<file path="config.mk">
export PLATFORM = sky130hd
export DESIGN_NAME = dckf_peak
export DESIGN_NICKNAME = d
export VERILOG_FILES = /design/src/design/dckf_pkg.sv /design/src/design/dckf_peak.sv
export SDC_FILE = /design/constraint.sdc
export NUM_CORES = 1
export LEC_CHECK = 0
export BUFFER_PORTS_ARGS = -buffer_cell sky130_fd_sc_hd__buf_4
export CAP_MARGIN = 20
export CORE_AREA = 2 2 91 93
export DETAILED_ROUTE_END_ITERATION = 8
export DIE_AREA = 0 0 93 95
export GPL_ROUTABILITY_DRIVEN = 0
export GPL_TIMING_DRIVEN = 0
export RECOVER_POWER = 25
export SLEW_MARGIN = 5
export SYNTH_ARGS = -nofsm -noshare
export SYNTH_HDL_FRONTEND = slang
export SYNTH_SLANG_ARGS = --single-unit
</file>
<file path="constraint.sdc">
create_clock -name clk -period 2.5 [get_ports clk]
set_input_delay 0.125 -clock clk [delete_from_list [all_inputs] [get_ports clk]]
set_output_delay 0.125 -clock clk [all_outputs]
set_load 0.005 [all_outputs]
</file>
<file path="src/design/dckf_pkg.sv">
// shared constants and types for the dominant color key finder
package dckf_pkg;

  localparam int unsigned PIXEL_W = 8;
  localparam int unsigned PEAK_W  = 24;
  localparam logic [PEAK_W-1:0] PEAK_MAX = {PEAK_W{1'b1}};

  // control from the sequencer to the peak tracker
  typedef struct packed {
    logic clear;
    logic sample;
  } peak_ctl_t;

endpackage

</file>
<file path="src/design/dckf_peak.sv">
// running maximum over the bin scan, first strictly greater count wins
module dckf_peak #(
  parameter int unsigned COUNT_WIDTH = 24,
  parameter int unsigned IDX_W       = 4
) (
  input  logic                   clk,
  input  dckf_pkg::peak_ctl_t    ctl,
  input  logic [COUNT_WIDTH-1:0] count,
  input  logic [IDX_W-1:0]       idx_r,
  input  logic [IDX_W-1:0]       idx_g,
  input  logic [IDX_W-1:0]       idx_b,
  output logic [COUNT_WIDTH-1:0] best,
  output logic [IDX_W-1:0]       best_r,
  output logic [IDX_W-1:0]       best_g,
  output logic [IDX_W-1:0]       best_b
);
  import dckf_pkg::*;

  always_ff @(posedge clk) begin
    if (ctl.clear) begin
      best   <= '0;
      best_r <= '0;
      best_g <= '0;
      best_b <= '0;
    end else if (ctl.sample && (count > best)) begin
      best   <= count;
      best_r <= idx_r;
      best_g <= idx_g;
      best_b <= idx_b;
    end
  end

endmodule

</file>
# [Word-level counts from Yosys, hierarchy flattened]
# Cells that the tools add are included.
[totals] regBits=36 n_memories=0 rom_bits=0 ram_bits=0 latchBits=0 in_bits=39
[op_classes] multipliers=0 n_eq_ne=0 div_mod_pow=0 magnitude_cmp=1 bitwise=0 reduce_logical=1 n_mux=0 add_sub_neg=0 shifts=0
[ops] operator="$gt 24x24->1" count=1
[ops] operator="$logic_and 1x1->1" count=1

# [Logic depth before layout (Yosys ltp)]
[logic_depth] ltp_word=2 depth_mapped=9

# [Worst setup path before layout]
# No wires, ideal clock.
[synth_path] path_type="reg2reg" startpoint="reg best[23]" endpoint="reg best[0]" path_stages_with_launch=10 arrival_ns=2.320 setup_slack_ns=0.109 setup_time_ns=0.072 period_less_slack_ns=2.391 t_required_ns=2.428 cell_sequence="dfxtp_1 > inv_1 > ha_1 > nand4_2 > or4_1 > a311o_1 > a41oi_2 > buf_6 > buf_12 > mux2i_1"
[synth_between] elab_chain_len=2
[synth_rtl] element="from (decl)" line_no="dckf_peak.sv:12" text="output logic [COUNT_WIDTH-1:0] best,"
[synth_rtl] element="from (signal assigned)" line_no="dckf_peak.sv:26" text="best <= count;"
[synth_rtl] element="$gt 24x24->1" line_no="dckf_peak.sv:25" text="end else if (ctl.sample && (count > best)) begin"
[synth_rtl] element="$logic_and 1x1->1" line_no="dckf_peak.sv:25"
# Every way passes these cells.
# A chain may end at the register's enable or synchronous reset.

# [Worst setup path in the final report]
[layout_path] startpoint="reg best[23]" endpoint="reg best[11]"
# Same word-level chain as after synthesis.

==> impl_metrics.json <==
{
  "fmax_mhz": 415,
  "rr_startpoint": "best[23]",
  "synth_edf_count": 0,
  "cts_tree": "built",
  "timing.final.crit_share": 0.965,
  "clock_sinks": 36,
  "cap_violations": 0,
  "grt_start_max_net_pins": 13,
  "timing_max_transition_violations_final": 0,
  "route.vias.total": 1950,
  "syn_area_per_cell_um2": 9.43,
  "wire_per_inst_um": 12.8,
  "cp.required_ps": 2720,
  "post_route_cells_drive_above_1_share": 0.361,
  "number_of_buffers_added_on_ports": 73,
  "syn-cell-area_um2": 2290,
  "crit_path_start": "best[23]",
  "post_layout_worst_setup_margin_ps": 88.1,
  "yosysTopAreaCellShare": 0.315,
  "rsz0062_at_grt": "true",
  "ant_nets": 0,
  "cts.htree.levels": 2,
  "clock_tree.root_cell": "sky130_fd_sc_hd__clkbuf_8",
  "tritoncts.num_buffers": 5,
  "worstSkewPairLatency_ps": 290,
  "firstDrtPassIters": 4,
  "dieArea_um2": 8840,
  "track_usage": 0.127,
  "final-hold-violation-count": 0,
  "post_drt_via_cell_ratio": 4.43,
  "io-pin-count": 75,
  "grt_remaining_overflow": 0,
  "setup_violations": 0,
  "endpoint_kind_of_the_worst_setup_timing_path": "flip-flop",
  "dieHeight_um": 95,
  "cts_hold_buf": 0,
  "diodes": 0,
  "placement_rows": 33,
  "yosys.cell_types.count": 29,
  "global_route_wire_length_before_repair_um": 8830,
  "rrSetupSlack_ps": 90,
  "floorplan.initialDensity": 0.289,
  "final_util": 0.423,
  "drt-initial-drc-count": 56,
  "place.detailed.hpwl_um": 4020,
  "final_net_count": 397,
  "min_from": "idx_b[0]",
  "synth.top_cells.by_area": "sky130_fd_sc_hd__dfxtp_1 31%, sky130_fd_sc_hd__nand2b_1 20%, sky130_fd_sc_hd__mux2i_1 16%",
  "netlist_instances": 243,
  "slew_of_the_pin_with_the_lowest_slew_margin_ps": 453,
  "final.min_clock_period_ps": 2410,
  "criticalPathCategory": "reg2reg",
  "cellLeakagePower_nw": 1.45,
  "die_span_x_um": 93,
  "crit_path_start_kind": "flip-flop",
  "worst_setup_hold_path_clk_slew_ps": 80,
  "drc_errors": 0,
  "min-delay-path-class": "in2reg",
  "fillerInstances": 803,
  "synth_area_leader_cell": "sky130_fd_sc_hd__dfxtp_1",
  "clock_skew_ps": 7.31,
  "syn-num-nets": 306,
  "area_growth_syn_to_layout_pct": 46.4,
  "crit_path_max_fanout": 5,
  "max_slew_margin_vs_limit": 0.698,
  "antenna_found_initial": 0,
  "vdd_drop_max_mv": 0.233,
  "floorplan.core_area_um2": 7930,
  "power.density_nw_per_um2": 505,
  "critPathArrivalTime_ps": 2630,
  "synth.yosys.warnings": 0,
  "ys_ff_latch": 36,
  "yosysSeqAreaShare": 0.315,
  "clock_path_buffers": 2,
  "grt_pass1_vias": 1875,
  "synthArstFlopShare": 0,
  "postSynth.topFlopCell": "sky130_fd_sc_hd__dfxtp_1",
  "place_ws_ps": -146,
  "outcome": "finished clean",
  "detail_route.wirelength_um": 5610
}
[layout by cell type, fill, tap and decap left out, drive strengths merged, types with 4 or more instances in the layout]
| master | instances |
|---|---|
| dfxtp | 36 |
| ha | 24 |
| buf | 85 |
| mux2i | 36 |
| nand2b | 72 |
| clkbuf | 15 |
| o21ai | 5 |
| a21oi | 6 |
| nand4 | 4 |
| inv | 26 |
[final timing paths]
path                            cells past startpoint         to
worst max-delay path                                9   best[11]
worst min-delay path                                3  best_b[0]
worst min register to register                      2  best_g[0]
worst max register to register                      9   best[11]
[metal layers]
metal | up-vias | GRT usage | routed length [µm]
met5 | - | 0 | 0
met1 | 898 | 0.163 | 2600
met2 | 57 | 0.208 | 2630
met4 | 0 | 0.0368 | 57
met3 | 5 | 0.0375 | 323
li1 | 990 | - | -
[registers in the layout (all words and copies together) (netlist names)]
| name | cells |
|---|---|
| best | 24 |
| best_b | 4 |
| best_g | 4 |
| best_r | 4 |
[power by group]
part           leakage [nW]  internal [mW]  switching (mW)
clock network        0.0541          0.295           0.236
registers             0.299          0.623          0.0333
logic                  1.10          0.305           0.201
[timing repair]
item,4_1_cts,5_1_grt
setup buffers,6,2
gates cloned,1,2
pin swaps,2,0
gates resized for setup,9,13
setup endpoints to repair,30,36
[cell type report]
class	instances	area (µm²)	area share
plain buffers	12	101	0.0302
clock buffers	5	68.8	0.0205
clock inverters	3	42.5	0.0127
inverters	26	97.6	0.0291
multi-input cells	169	1470	0.437
flip-flops and latches	36	732	0.218
well taps	105	131	0.0392
repair buffers	84	716	0.213
[Yosys cell counts, types with 2 or more instances]
cell	number
sky130_fd_sc_hd__mux2i_1	36
sky130_fd_sc_hd__dfxtp_1	36
sky130_fd_sc_hd__inv_1	26
sky130_fd_sc_hd__nand2b_1	72
sky130_fd_sc_hd__o21ai_0	4
sky130_fd_sc_hd__a21o_1	2
sky130_fd_sc_hd__and3_1	3
sky130_fd_sc_hd__nor3_1	2
sky130_fd_sc_hd__clkbuf_1	8
sky130_fd_sc_hd__ha_1	24
sky130_fd_sc_hd__a21oi_1	6
sky130_fd_sc_hd__nand4_1	3
sky130_fd_sc_hd__o31ai_1	2
sky130_fd_sc_hd__nand2_1	2
sky130_fd_sc_hd__buf_12	3
[kinds of logic (layout without fill, tap and decap cells)]
| kind of cell | count (synthesis) | after routing | share of synthesized area |
|---|---|---|---|
| mux | 36 | 36 | 0.157 |
| simple gates | 91 | 91 | 0.250 |
| buf+inv | 38 | 130 | 0.0868 |
| fa+ha+maj | 24 | 24 | 0.131 |
| compound gates | 18 | 18 | 0.0606 |
| flops | 36 | 36 | 0.315 |
[critical path, stage by stage (launching register included)]
cell,delay (ps)
sky130_fd_sc_hd__dfxtp_2,350
sky130_fd_sc_hd__inv_2,50
sky130_fd_sc_hd__ha_4,270
sky130_fd_sc_hd__nand4_4,130
sky130_fd_sc_hd__or4_4,510
sky130_fd_sc_hd__a311o_1,300
sky130_fd_sc_hd__a41oi_2,150
sky130_fd_sc_hd__buf_6,140
sky130_fd_sc_hd__bufbuf_16,260
sky130_fd_sc_hd__mux2i_1,170
[through the flow]
stage / hold WS, ps / std cells / setup TNS [ps] / total power [mW] / area [µm²]
6_report: 88.1 / 440 / 0 / 1.69 / 3350
2_1_floorplan: 280 / 243 / 0 / 0.907 / 2290
4_1_cts: 77.5 / 436 / 0 / 1.68 / 3240
3_5_place_dp: 401 / 421 / -3640 / 1.09 / 2970
5_1_grt: 82.7 / 440 / -363 / 1.80 / 3350
3_3_place_gp: 393 / 421 / -2900 / 1.08 / 2970
Power figures use the tool's default switching activity.
